[src/sv/sssc_pkg.sv]
// Shared types, constants and helper functions for the seven-segment scan controller.
// Holds port words, the queued command word and the digit code table.
// No dependencies.
package sssc_pkg;

	localparam int DIGITS     = 8;
	localparam int DIGIT_IW   = $clog2(DIGITS);
	localparam int NUM_W      = 32;
	localparam int BCD_DIGITS = 10;
	localparam int CONV_CW    = $clog2(NUM_W);
	localparam int QDEPTH     = 2;
	localparam int QPTR_W     = $clog2(QDEPTH);
	localparam int QCNT_W     = $clog2(QDEPTH + 1);

	localparam logic [2:0] OP_TICK      = 3'd0;
	localparam logic [2:0] OP_RAW       = 3'd1;
	localparam logic [2:0] OP_NUM       = 3'd2;
	localparam logic [2:0] OP_NUM_DOT   = 3'd3;
	localparam logic [2:0] OP_TIME      = 3'd4;
	localparam logic [2:0] OP_BLINK_ON  = 3'd5;
	localparam logic [2:0] OP_BLINK_OFF = 3'd6;

	localparam logic [1:0] CFG_COMMON_ANODE = 2'd0;
	localparam logic [1:0] CFG_BLINK_HALF   = 2'd1;
	localparam logic [1:0] CFG_FULL_HOUR    = 2'd2;

	localparam logic [7:0] SEG_OFF        = 8'h00;
	localparam logic [7:0] SEG_DOT        = 8'h80;
	localparam logic [7:0] BLINK_HALF_RST = 8'd50;

	typedef struct packed {
		logic [2:0]  operation;
		logic [3:0]  digit_index;
		logic [7:0]  segment_pattern;
		logic [31:0] number_value;
		logic [3:0]  dot_position;
		logic [6:0]  hours;
		logic [6:0]  minutes;
		logic [6:0]  seconds;
	} in_item_t;

	typedef struct packed {
		logic [7:0] segments;
		logic [3:0] digit_select;
	} out_item_t;

	typedef enum logic [2:0] {
		CMD_TICK,
		CMD_RAW,
		CMD_NUM,
		CMD_TIME,
		CMD_BLINK_ON,
		CMD_BLINK_OFF
	} cmd_kind_t;

	typedef struct packed {
		cmd_kind_t             kind;
		logic                  dot_en;
		logic [DIGIT_IW-1:0]   idx;
		logic [7:0]            pattern;
		logic [NUM_W-1:0]      number;
		logic [6:0]            hours;
		logic [6:0]            minutes;
		logic [6:0]            seconds;
	} cmd_t;

	typedef struct packed {
		logic             start;
		logic [NUM_W-1:0] value;
	} bcd_req_t;

	typedef struct packed {
		logic                            done;
		logic [BCD_DIGITS-1:0][3:0]      digits;
	} bcd_rsp_t;

	function automatic logic [7:0] digit_code(input logic [3:0] d);
		logic [7:0] c;
		case (d)
			4'd0:    c = 8'h3F;
			4'd1:    c = 8'h06;
			4'd2:    c = 8'h5B;
			4'd3:    c = 8'h4F;
			4'd4:    c = 8'h66;
			4'd5:    c = 8'h6D;
			4'd6:    c = 8'h7D;
			4'd7:    c = 8'h27;
			4'd8:    c = 8'h7F;
			4'd9:    c = 8'h6F;
			default: c = SEG_OFF;
		endcase
		return c;
	endfunction

	function automatic logic [7:0] polar(input logic [7:0] pat, input logic anode);
		return anode ? ~pat : pat;
	endfunction

	// Tens (mod 10) and units of a 7-bit value, by shift and add-3.
	function automatic logic [7:0] bin7_to_bcd(input logic [6:0] v);
		logic [11:0] b;
		b = '0;
		for (int s = 6; s >= 0; s--) begin
			for (int n = 0; n < 3; n++) begin
				if (b[n*4 +: 4] >= 4'd5)
					b[n*4 +: 4] = b[n*4 +: 4] + 4'd3;
			end
			b = {b[10:0], v[s]};
		end
		return b[7:0];
	endfunction

endpackage

[src/sv/sssc_front.sv]
// Front end: accepts input words, decodes the operation and drops words with a bad index or the unused code.
// Holds one decoded command in a register until the queue takes it.
// Depends on sssc_pkg.
module sssc_front (
	input  logic              clk,
	input  logic              arst_n,
	input  logic              in_valid,
	output logic              in_ready,
	input  sssc_pkg::in_item_t in_data,
	output logic              push,
	output sssc_pkg::cmd_t    push_cmd,
	input  logic              q_not_full
);
	import sssc_pkg::*;

	logic keep;
	cmd_t cmd;
	logic vld_s1;
	cmd_t cmd_s1;

	always_comb begin
		cmd.kind    = CMD_TICK;
		cmd.dot_en  = 1'b0;
		cmd.idx     = in_data.digit_index[DIGIT_IW-1:0];
		cmd.pattern = in_data.segment_pattern;
		cmd.number  = in_data.number_value;
		cmd.hours   = in_data.hours;
		cmd.minutes = in_data.minutes;
		cmd.seconds = in_data.seconds;
		unique case (in_data.operation)
			OP_TICK:      cmd.kind = CMD_TICK;
			OP_RAW:       cmd.kind = CMD_RAW;
			OP_NUM:       cmd.kind = CMD_NUM;
			OP_NUM_DOT: begin
				cmd.kind   = CMD_NUM;
				cmd.dot_en = 1'b1;
				cmd.idx    = in_data.dot_position[DIGIT_IW-1:0];
			end
			OP_TIME:      cmd.kind = CMD_TIME;
			OP_BLINK_ON:  cmd.kind = CMD_BLINK_ON;
			OP_BLINK_OFF: cmd.kind = CMD_BLINK_OFF;
			default:      cmd.kind = CMD_TICK;
		endcase
	end

	// Drop bad digit indexes, bad dot positions and the unused code.
	always_comb begin
		case (in_data.operation) inside
			OP_TICK, OP_NUM, OP_TIME:
				keep = 1'b1;
			OP_RAW, OP_BLINK_ON, OP_BLINK_OFF:
				keep = in_data.digit_index < 4'(DIGITS);
			OP_NUM_DOT:
				keep = (in_data.dot_position != 4'd0) && (in_data.dot_position < 4'(DIGITS));
			default:
				keep = 1'b0;
		endcase
	end

	assign in_ready = !vld_s1 || q_not_full;
	assign push     = vld_s1 && q_not_full;
	assign push_cmd = cmd_s1;

	always_ff @(posedge clk or negedge arst_n) begin
		if (!arst_n) begin
			vld_s1 <= 1'b0;
			cmd_s1 <= '0;
		end else begin
			if (in_valid && in_ready) begin
				vld_s1 <= keep;
				cmd_s1 <= cmd;
			end else if (push) begin
				vld_s1 <= 1'b0;
			end
		end
	end

endmodule

[src/sv/sssc_fifo.sv]
// Short command queue between the front end and the back end.
// Register based, first in first out.
// Depends on sssc_pkg.
module sssc_fifo (
	input  logic           clk,
	input  logic           arst_n,
	input  logic           push,
	input  sssc_pkg::cmd_t push_cmd,
	output logic           not_full,
	input  logic           pop,
	output logic           q_valid,
	output sssc_pkg::cmd_t q_data
);
	import sssc_pkg::*;

	cmd_t              mem_q [QDEPTH];
	logic [QPTR_W-1:0] wr_ptr_q;
	logic [QPTR_W-1:0] rd_ptr_q;
	logic [QCNT_W-1:0] count_q;

	assign not_full = count_q != QCNT_W'(QDEPTH);
	assign q_valid  = count_q != '0;
	assign q_data   = mem_q[rd_ptr_q];

	always_ff @(posedge clk or negedge arst_n) begin
		if (!arst_n) begin
			wr_ptr_q <= '0;
			rd_ptr_q <= '0;
			count_q  <= '0;
			for (int i = 0; i < QDEPTH; i++)
				mem_q[i] <= '0;
		end else begin
			if (push) begin
				mem_q[wr_ptr_q] <= push_cmd;
				wr_ptr_q <= (wr_ptr_q == QPTR_W'(QDEPTH - 1)) ? '0 : wr_ptr_q + 1'b1;
			end
			if (pop)
				rd_ptr_q <= (rd_ptr_q == QPTR_W'(QDEPTH - 1)) ? '0 : rd_ptr_q + 1'b1;
			if (push && !pop)
				count_q <= count_q + 1'b1;
			else if (pop && !push)
				count_q <= count_q - 1'b1;
		end
	end

	a_count_range: assert property (@(posedge clk) disable iff (!arst_n)
		count_q <= QCNT_W'(QDEPTH))
		else $error("queue count beyond depth");
	a_no_pop_empty: assert property (@(posedge clk) disable iff (!arst_n)
		pop |-> count_q != '0)
		else $error("pop from empty queue");
	a_no_push_full: assert property (@(posedge clk) disable iff (!arst_n)
		push |-> count_q != QCNT_W'(QDEPTH))
		else $error("push into full queue");

endmodule

[src/sv/sssc_bcd.sv]
// Iterative binary to decimal converter, one shift and add-3 step per cycle.
// Produces all decimal digits of a 32-bit value.
// Depends on sssc_pkg.
module sssc_bcd (
	input  logic               clk,
	input  logic               arst_n,
	input  sssc_pkg::bcd_req_t req,
	output sssc_pkg::bcd_rsp_t rsp
);
	import sssc_pkg::*;

	logic [NUM_W-1:0]           bin_q;
	logic [BCD_DIGITS-1:0][3:0] bcd_q;
	logic [BCD_DIGITS-1:0][3:0] adj;
	logic [BCD_DIGITS*4:0]      shifted;
	logic [CONV_CW-1:0]         cnt_q;
	logic                       run_q;
	logic                       done_q;

	always_comb begin
		for (int n = 0; n < BCD_DIGITS; n++)
			adj[n] = (bcd_q[n] >= 4'd5) ? bcd_q[n] + 4'd3 : bcd_q[n];
	end

	// Shift the next binary bit in below the adjusted digits.
	assign shifted = {adj, bin_q[NUM_W-1]};

	assign rsp.done   = done_q;
	assign rsp.digits = bcd_q;

	always_ff @(posedge clk or negedge arst_n) begin
		if (!arst_n) begin
			bin_q  <= '0;
			bcd_q  <= '0;
			cnt_q  <= '0;
			run_q  <= 1'b0;
			done_q <= 1'b0;
		end else begin
			if (req.start) begin
				bin_q  <= req.value;
				bcd_q  <= '0;
				cnt_q  <= '0;
				run_q  <= 1'b1;
				done_q <= 1'b0;
			end else if (run_q) begin
				bcd_q  <= shifted[BCD_DIGITS*4-1:0];
				bin_q  <= {bin_q[NUM_W-2:0], 1'b0};
				cnt_q  <= cnt_q + 1'b1;
				done_q <= (cnt_q == CONV_CW'(NUM_W - 1));
				if (cnt_q == CONV_CW'(NUM_W - 1))
					run_q <= 1'b0;
			end else begin
				done_q <= 1'b0;
			end
		end
	end

endmodule

[src/sv/sssc_back.sv]
// Back end: executes queued commands against the digit, blink and scan state.
// Drives the result register and the configuration registers.
// Depends on sssc_pkg and sssc_bcd.
module sssc_back (
	input  logic                clk,
	input  logic                arst_n,
	input  logic                cfg_we,
	input  logic [1:0]          cfg_index,
	input  logic [7:0]          cfg_wdata,
	input  logic                q_valid,
	input  sssc_pkg::cmd_t      q_data,
	output logic                pop,
	output logic                out_valid,
	input  logic                out_ready,
	output sssc_pkg::out_item_t out_data
);
	import sssc_pkg::*;

	typedef enum logic {
		ST_IDLE,
		ST_CONV
	} state_t;

	state_t                     state_q;
	logic [DIGITS-1:0][7:0]     pat_q;
	logic [DIGITS-1:0]          blink_en_q;
	logic [DIGITS-1:0]          dark_q;
	logic [DIGIT_IW-1:0]        scan_q;
	logic [7:0]                 tick_q;
	logic                       dot_en_q;
	logic [DIGIT_IW-1:0]        dot_pos_q;
	logic                       out_valid_q;
	out_item_t                  out_data_q;
	logic                       anode_q;
	logic [7:0]                 half_q;
	logic                       full_hour_q;

	bcd_req_t                   bcd_req;
	bcd_rsp_t                   bcd_rsp;
	logic [8:0]                 tick_next;
	logic                       flip;
	logic [DIGITS-1:0]          dark_tick;
	logic [7:0]                 off_pat;
	logic [7:0]                 seg;
	logic [DIGITS-1:0][7:0]     int_pat;
	logic [DIGITS-1:0][7:0]     time_pat;
	logic [7:0]                 hb;
	logic [7:0]                 mb;
	logic [7:0]                 sb;

	sssc_bcd u_bcd (
		.clk    (clk),
		.arst_n (arst_n),
		.req    (bcd_req),
		.rsp    (bcd_rsp)
	);

	// A tick waits for the result register to free up.
	assign pop = (state_q == ST_IDLE) && q_valid
		&& (q_data.kind != CMD_TICK || !out_valid_q || out_ready);

	assign bcd_req.start = pop && (q_data.kind == CMD_NUM);
	assign bcd_req.value = q_data.number;

	assign tick_next = {1'b0, tick_q} + 9'd1;
	assign flip      = tick_next >= {1'b0, half_q};
	assign dark_tick = flip ? (dark_q ^ blink_en_q) : dark_q;
	assign off_pat   = polar(SEG_OFF, anode_q);
	assign seg       = dark_tick[scan_q] ? off_pat : pat_q[scan_q];

	// Decimal digits to patterns; blank leading zeros but never the last digit.
	always_comb begin
		logic       lead;
		logic [3:0] d;
		lead = 1'b1;
		d    = '0;
		for (int i = 0; i < DIGITS; i++) begin
			d    = bcd_rsp.digits[DIGITS-1-i];
			lead = lead && (d == 4'd0);
			int_pat[i] = (lead && i != DIGITS - 1) ? off_pat : polar(digit_code(d), anode_q);
			if (dot_en_q && dot_pos_q == DIGIT_IW'(i))
				int_pat[i] = anode_q ? (int_pat[i] & ~SEG_DOT) : (int_pat[i] | SEG_DOT);
		end
	end

	assign hb = bin7_to_bcd(q_data.hours);
	assign mb = bin7_to_bcd(q_data.minutes);
	assign sb = bin7_to_bcd(q_data.seconds);

	always_comb begin
		for (int i = 0; i < DIGITS; i++) begin
			time_pat[i] = pat_q[i];
			if (i == 0)
				time_pat[i] = (!full_hour_q && hb[7:4] == 4'd0) ? off_pat
					: polar(digit_code(hb[7:4]), anode_q);
			if (i == 1) time_pat[i] = polar(digit_code(hb[3:0]), anode_q);
			if (i == 2) time_pat[i] = polar(digit_code(mb[7:4]), anode_q);
			if (i == 3) time_pat[i] = polar(digit_code(mb[3:0]), anode_q);
			if (i == 4) time_pat[i] = polar(digit_code(sb[7:4]), anode_q);
			if (i == 5) time_pat[i] = polar(digit_code(sb[3:0]), anode_q);
		end
	end

	assign out_valid = out_valid_q;
	assign out_data  = out_data_q;

	always_ff @(posedge clk or negedge arst_n) begin
		if (!arst_n) begin
			state_q     <= ST_IDLE;
			pat_q       <= '0;
			blink_en_q  <= '0;
			dark_q      <= '0;
			scan_q      <= '0;
			tick_q      <= '0;
			dot_en_q    <= 1'b0;
			dot_pos_q   <= '0;
			out_valid_q <= 1'b0;
			out_data_q  <= '0;
			anode_q     <= 1'b0;
			half_q      <= BLINK_HALF_RST;
			full_hour_q <= 1'b0;
		end else begin
			if (cfg_we) begin
				unique case (cfg_index)
					CFG_COMMON_ANODE: anode_q     <= cfg_wdata[0];
					CFG_BLINK_HALF:   half_q      <= cfg_wdata;
					CFG_FULL_HOUR:    full_hour_q <= cfg_wdata[0];
					default: ;
				endcase
			end

			// Drop the result once taken, unless a tick refills it this cycle.
			if (out_valid_q && out_ready && !(pop && q_data.kind == CMD_TICK))
				out_valid_q <= 1'b0;

			unique case (state_q)
				ST_IDLE: begin
					if (pop) begin
						unique case (q_data.kind)
							CMD_TICK: begin
								tick_q      <= flip ? 8'd0 : tick_next[7:0];
								dark_q      <= dark_tick;
								out_valid_q <= 1'b1;
								out_data_q.segments     <= seg;
								out_data_q.digit_select <= 4'(scan_q);
								scan_q <= (scan_q == DIGIT_IW'(DIGITS - 1)) ? '0
									: scan_q + 1'b1;
							end
							CMD_RAW:
								pat_q[q_data.idx] <= q_data.pattern;
							CMD_NUM: begin
								dot_en_q  <= q_data.dot_en;
								dot_pos_q <= q_data.idx;
								state_q   <= ST_CONV;
							end
							CMD_TIME:
								pat_q <= time_pat;
							CMD_BLINK_ON: begin
								blink_en_q[q_data.idx] <= 1'b1;
								dark_q[q_data.idx]     <= 1'b1;
							end
							CMD_BLINK_OFF: begin
								blink_en_q[q_data.idx] <= 1'b0;
								dark_q[q_data.idx]     <= 1'b0;
							end
							default: ;
						endcase
					end
				end
				ST_CONV: begin
					if (bcd_rsp.done) begin
						pat_q   <= int_pat;
						state_q <= ST_IDLE;
					end
				end
				default: state_q <= ST_IDLE;
			endcase
		end
	end

	a_scan_range: assert property (@(posedge clk) disable iff (!arst_n)
		scan_q <= DIGIT_IW'(DIGITS - 1))
		else $error("scan position out of range");
	a_done_in_conv: assert property (@(posedge clk) disable iff (!arst_n)
		(state_q == ST_IDLE) |-> !bcd_rsp.done)
		else $error("conversion finished while idle");
	a_result_from_tick: assert property (@(posedge clk) disable iff (!arst_n)
		$rose(out_valid_q) |-> $past(pop && q_data.kind == CMD_TICK))
		else $error("result raised without a tick");

endmodule

[src/sv/seven_segment_scan_controller_core.sv]
// Seven-segment scan controller, top level: front end, command queue and back end.
// A tick word's result passes the front register and the queue to the result register.
// Throughput: one tick or pattern command per cycle, except while the one-bit-per-cycle
// decimal conversion unit serves an integer command or a tick waits on the result register.
// Reset clears all patterns to off, blink state, scan position and tick count, and loads
// configuration defaults (cathode polarity, blink half period 50, leading hour zero blanked).
module seven_segment_scan_controller_core (
	input  logic                clk,
	input  logic                arst_n,
	input  logic                cfg_we,
	input  logic [1:0]          cfg_index,
	input  logic [7:0]          cfg_wdata,
	input  logic                in_valid,
	output logic                in_ready,
	input  sssc_pkg::in_item_t  in_data,
	output logic                out_valid,
	input  logic                out_ready,
	output sssc_pkg::out_item_t out_data
);
	import sssc_pkg::*;

	logic push;
	cmd_t push_cmd;
	logic q_not_full;
	logic pop;
	logic q_valid;
	cmd_t q_data;

	sssc_front u_front (
		.clk        (clk),
		.arst_n     (arst_n),
		.in_valid   (in_valid),
		.in_ready   (in_ready),
		.in_data    (in_data),
		.push       (push),
		.push_cmd   (push_cmd),
		.q_not_full (q_not_full)
	);

	sssc_fifo u_fifo (
		.clk      (clk),
		.arst_n   (arst_n),
		.push     (push),
		.push_cmd (push_cmd),
		.not_full (q_not_full),
		.pop      (pop),
		.q_valid  (q_valid),
		.q_data   (q_data)
	);

	sssc_back u_back (
		.clk       (clk),
		.arst_n    (arst_n),
		.cfg_we    (cfg_we),
		.cfg_index (cfg_index),
		.cfg_wdata (cfg_wdata),
		.q_valid   (q_valid),
		.q_data    (q_data),
		.pop       (pop),
		.out_valid (out_valid),
		.out_ready (out_ready),
		.out_data  (out_data)
	);

endmodule
[config.mk]
export PLATFORM = sky130hd
export DESIGN_NAME = seven_segment_scan_controller_core
export DESIGN_NICKNAME = d
export VERILOG_FILES = /design/src/sv/sssc_pkg.sv /design/src/sv/sssc_front.sv /design/src/sv/sssc_fifo.sv /design/src/sv/sssc_bcd.sv /design/src/sv/sssc_back.sv /design/src/sv/seven_segment_scan_controller_core.sv
export SDC_FILE = /design/constraint.sdc
export NUM_CORES = 1
export LEC_CHECK = 0
export ABC_AREA = 1
export ABC_CLOCK_PERIOD_IN_PS = 12300
export BUFFER_PORTS_ARGS = -buffer_cell sky130_fd_sc_hd__buf_4
export CAP_MARGIN = 25
export CORE_UTILIZATION = 50
export CTS_BUF_LIST = sky130_fd_sc_hd__clkbuf_16
export DETAILED_ROUTE_END_ITERATION = 8
export HOLD_SLACK_MARGIN = 0.03
export PLACE_DENSITY = 0.69
export SYNTH_ARGS = -nofsm -noshare
export SYNTH_HDL_FRONTEND = slang
export SYNTH_SLANG_ARGS = --single-unit
[constraint.sdc]
create_clock -name clk -period 12.3 [get_ports clk]
set_input_delay 1.845 -clock clk [delete_from_list [all_inputs] [get_ports clk]]
set_output_delay 1.845 -clock clk [all_outputs]
set_load 0.01 [all_outputs]
==> reports/metrics.yaml, run 1 <==
worst_setup_path:
  crit_path_frequent_cell: "nand2_1"
  end_kind: "register"
  critPathKind: "reg2reg"
  rr_worst_depth: 40
  reg2reg_from: "u_fifo.rd_ptr_q"
  critPathSlowestCell: "buf_4"
  regToRegSetupSlack_ns: 6.06
  arrival_ns: 6.75
  cp.required_ns: 12.82
  crit_fanout: 103
  startpoint_type: "register"
  r2r-end: "u_back.pat_q[35]"
  cp_slowest_stage_delay_ns: 0.79
floorplanning:
  ioPinCount: 101
  die_area_mm2: 0.05013
  fp.coreArea_mm2: 0.04815
  start_util_pct: 51.14
  die_w_um: 223.9
  row_count: 80
  die_h_um: 223.9
place:
  gp_congestion: 0.9453
  dp_hpwl_um: 45620
  port_buffers: 99
synthesis:
  synthDistinctLibCells: 56
  synth_xor_area_share_pct: 1.316
  netlist.area_leader.share_pct: 40.15
  synth.most_common_cell: "nand2_1"
  yosys.area_share.simple_pct: 24.98
  synth_edf_count: 0
  yosys_warnings: 0
  synth_top_family_by_area: "simple AND/OR/NAND/NOR gates"
  synth_fp_nets: 3476
  synth_fa_ha_area_share_pct: 6.200
  synthCells: 3267
  async_flop_share_pct: 100.0
  synth_seq_cells: 398
  synth_area_leader_cell: "dfrtp_1"
  ys_seq_area_share_pct: 40.47
  synth_flop_cell: "dfrtp_1"
  synthTopCellsByCount: "nand2_1 (921), dfrtp_1 (395), inv_1 (365), o21ai_0 (326), nand3_1 (193)"
  synth_area_leaders: "dfrtp_1 (40%), nand2_1 (14%), o21ai_0 (6.6%)"
  synth_area_mm2: 0.02462
  synth_compound_area_share_pct: 15.63
  avgSynthCellArea_um2: 7.536
  synth_mux_area_share_pct: 3.014
sta:
  period_minus_slack_ns: 6.236
  max_slew_margin_pct: 32.67
  skew_ns: 0.03266
  final-hold-violation-count: 0
  final_max_slew_viol_count: 0
  setup_tns_ns: 0
  setup_viol: 0
  max_freq_mhz: 160.4
  period_share_pct: 50.70
  tightest_slew_ns: 1.010
  grt_setup_unrepaired: "false"
finish:
  nNetsFinal: 3511
  num_antenna_cells: 0
  drive_gt1_share_pct: 12.75
  area_growth_pct: 11.04
min_path:
  hold_path_class: "reg2reg"
  worstHoldEndpoint: "u_back.pat_q[15]"
  holdPathStages: 2
  hold_start: "u_back.pat_q[15]"
detailed_routing:
  post-route-drc-count: 0
  drt-total-wl_um: 65000
  ant_nets: 0
  drt_iter0_drc: 1854
  dr_total_vias: 21850
  drtPass1Iterations: 6
  viasPerCell: 5.476
  wire_per_inst_um: 16.29
clock_network:
  cts-hold-fix-buffers: 0
  cts_buffers: 46
  clk_path_buf_depth: 3
  cts_tree: "yes"
  clk_pin_slew_worst_paths_ns: 0.07
  cts.repair.resized: 0
  cts_root_buf: "clkbuf_16"
  insertion_delay_ns: 0.60
  h-tree-depth: 2
  cts_sinks: 398
  cts_setup_buffers: 0
global_routing:
  grt_max_degree: 123
  grt_pass1_wl_um: 107100
  grt.overflow.total: 0
  grt_pass1_vias: 20908
  antenna_found_initial: 0
  grt.total_usage_pct: 26.21
status:
  status: "complete, no violations"
flow_run:
  drv_cap: 0
-- kinds of logic after synthesis --
logic type | count (synthesis)
simple gates | 1445
compound gates | 671
buf+inv | 527
flops | 398
fa+ha+maj | 122
mux | 66
xor+xnor | 37
other cells | 1
-- flip-flops by register name, summed over array words and instances (netlist names), 2 cells and up, named ones only --
name / count
u_back.u_bcd.rsp: 32
u_back.u_bcd.cnt_q: 5
u_back.scan_q: 3
u_back.u_bcd.bin_q: 32
u_back.out_data: 11
u_back.pat_q: 64
u_back.half_q: 8
u_back.dark_q: 8
u_fifo.mem_q: 136
u_back.tick_q: 8
u_back.dot_pos_q: 3
u_fifo.count_q: 2
u_front.push_cmd: 68
-- stage by stage --
stage	worst slack, ns	cells	instance area [µm²]	utilization [%]	hold WS [ns]
after global placement	6.379	3904	25780	53.54	0.4612
after floorplan	7.592	3267	24620	-	0.4422
after CTS	6.086	3986	27240	56.57	0.4815
after detailed placement	6.126	3906	25810	53.61	0.4661
after global routing	5.449	3990	27340	56.78	0.4966
final	6.064	3990	27340	56.78	0.4850
-- critical path, delay by kind of cell (launching register included) --
family                   cells  cell delay, ns
AND/OR/NAND/NOR             26            2.80
adder cells (fa/ha/maj)      5            1.17
buffers and inverters        7            1.25
AO/OA/AOI/OAI                2            0.31
flip-flops                   1            0.64
-- cell type report --
type,count,area [µm²]
tap,656,820.8
clock inverter,33,247.7
inverter,387,1453
sequential,398,9967
timing repair buffer,127,1054
clock buffer,47,1176
multi-input combinational,2342,12620
fill,4412,20810
-- metal layers --
layer | up-vias | wire length [µm] | global-route usage, %
met5 | - | 0 | 0
met4 | 0 | 1696 | 8.308
met1 | 10445 | 29640 | 35.63
li1 | 10683 | - | -
met3 | 105 | 3128 | 2.951
met2 | 617 | 30540 | 43.72
-- cells in the final DEF (no fill, tap or decap), drive strengths merged, types with 31 or more instances in the layout --
master / Yosys / layout
a21oi: 158 / 158
dfrtp: 395 / 395
o221ai: 31 / 31
nor2: 181 / 181
xor2: 31 / 31
or2: 48 / 48
o22ai: 40 / 40
inv: 384 / 395
clkbuf: 102 / 47
buf: 38 / 127
nand2: 974 / 974
ha: 122 / 122
mux2: 65 / 65
nand3: 207 / 207
o21ai: 348 / 348
-- worst max path at each step --
stage                    startpoint          endpoint  depth (start not counted)
global placement    u_fifo.rd_ptr_q  u_back.pat_q[35]                         40
finish              u_fifo.rd_ptr_q  u_back.pat_q[35]                         40
global route        u_fifo.rd_ptr_q  u_back.pat_q[35]                         40
CTS                 u_fifo.rd_ptr_q  u_back.pat_q[35]                         40
detailed placement  u_fifo.rd_ptr_q  u_back.pat_q[35]                         40
floorplan           u_fifo.rd_ptr_q  u_back.pat_q[43]                         38
Power of run 1 is not shown: default switching activity piles up to over one toggle a cycle in this logic, so the estimate is an artifact.
==> run 2, diff against run 1 <==
- ABC_CLOCK_PERIOD_IN_PS: 12300 -> 6100
- clock period: 12.3 -> 6.1 ns (I/O delays scaled with it)
==> run 2 against run 1 <==
  * Critical endpoint unchanged
  * Highest routed layer unchanged
  * Final area is 0.38% lower
  * Maximum frequency up 12%
  * Setup slack got worse by 5.5 ns
==> reports/metrics.yaml, run 2 (synthesis results as in run 1) <==
finish:
  final_area_mm2: 0.02723
  largest_reg_flops: 136
  layout_common_cells: "nand2_1 (918), dfrtp_1 (394), inv_1 (372)"
  fin_util_pct: 56.56
  nNetsFinal: 3505
  drive_gt1_share_pct: 12.67
  final_common_cell: "nand2_1"
  largest-register: "u_fifo.mem_q"
  area_growth_pct: 10.61
  fill_cells: 4507
  num_antenna_cells: 0
  stdcell_count: 3986
worst_setup_path:
  critPathKind: "reg2reg"
  cp.required_ns: 6.61
  cp_slowest_stage_delay_ns: 0.66
  crit_path_frequent_cell: "nand2_1"
  arrival_ns: 6.05
  critPathSlowestCell: "dfrtp_4"
  startpoint_type: "register"
  end_kind: "register"
  crit_fanout: 40
place:
  dpl_cell_area_mm2: 0.02584
  port_buffers: 99
  gp_congestion: 0.9366
  place_inst: 3906
  dp_hpwl_um: 45450
status:
  status: "complete, no violations"
detailed_routing:
  drt_iter0_drc: 1898
  drtPass1Iterations: 6
  drt-total-wl_um: 64240
  ant_nets: 0
  viasPerCell: 5.455
  post-route-drc-count: 0
  wire_per_inst_um: 16.12
  dr_total_vias: 21743
global_routing:
  grt_pass1_wl_um: 105900
  antenna_found_initial: 0
  grt_use_met1_pct: 35.32
  grt.overflow.total: 0
  met2_usage_pct: 43.38
  grt_max_degree: 138
  grt_pass1_vias: 21097
  grt-busiest-layer: "met2"
  grtUsageMet3_pct: 3.869
  grt.total_usage_pct: 25.99
sta:
  setup_tns_ns: 0
  period_share_pct: 90.88
  max_freq_mhz: 180.4
  setup_viol: 0
  skew_ns: 0.03051
  final-hold-violation-count: 0
  max_slew_margin_pct: 27.46
  period_minus_slack_ns: 5.543
  tightest_slew_ns: 1.077
  grt_setup_unrepaired: "false"
  final_max_slew_viol_count: 0
clock_network:
  cts_sinks: 398
  clk_pin_slew_worst_paths_ns: 0.06
  h-tree-depth: 2
  cts-hold-fix-buffers: 0
  cts_buffers: 44
  clk_path_buf_depth: 3
  insertion_delay_ns: 0.60
  cts_root_buf: "clkbuf_16"
  cts_tree: "yes"
min_path:
  hold_path_class: "in2async"
floorplanning:
  die_h_um: 223.9
  die_area_mm2: 0.05013
  ioPinCount: 101
  fp.coreArea_mm2: 0.04815
  start_util_pct: 51.14
  die_w_um: 223.9
  row_count: 80
flow_run:
  drv_cap: 0
-- run 2: layout make-up --
type,instances,area [µm²],area share [%]
Clock inverter,36,287.8,1.057
Clock buffer,44,1101,4.043
Timing Repair Buffer,123,980.9,3.602
Multi-Input combinational cell,2342,12620,46.35
Inverter,387,1453,5.334
Sequential cell,398,9967,36.60
Tap cell,656,820.8,3.014
-- run 2: final timing paths --
| path | startpoint | end | slack, ns | cells past startpoint |
|---|---|---|---|---|
| max | u_fifo.rd_ptr_q | u_back.pat_q[35] | 0.56 | 38 |
| min | arst_n | u_back.half_q[0] | 0.29 | 1 |
| max reg2reg | u_fifo.rd_ptr_q | u_back.pat_q[35] | 0.56 | 38 |
| min reg2reg | u_back.pat_q[55] | u_back.pat_q[55] | 0.48 | 2 |
| max in group asynchronous | arst_n | u_back.u_bcd.cnt_q[3] | 4.47 | 2 |
| min in group clk | u_back.pat_q[55] | u_back.pat_q[55] | 0.48 | 2 |
-- run 2: critical path, delay by kind of cell, from the launching register on --
kind | cells | cell delay (ns)
compound gates | 2 | 0.46
fa+ha+maj | 5 | 1.19
buf+inv | 6 | 0.48
flops | 1 | 0.66
simple gates | 25 | 2.67
-- run 2: timing repair --
item,in CTS,in global routing
gates resized for setup,0,1
buffers inserted,0,0
setup endpoints to repair,0,1
-- run 2: layer usage --
layer / up-vias / wire (µm)
li1: 10672 / -
met1: 10424 / 29560
met2: 554 / 30140
met3: 93 / 3261
met4: 0 / 1282
met5: - / 0
-- run 2: stage by stage --
step | setup slack [ns] | hold WS [ns]
floorplan | 1.392 | 0.4422
global placement | 0.8639 | 0.4596
detailed placement | 0.5444 | 0.4672
CTS | 0.5097 | 0.3043
global route | 0.03359 | 0.3152
finish | 0.5565 | 0.2881
Power of run 2 is left out for the same reason.
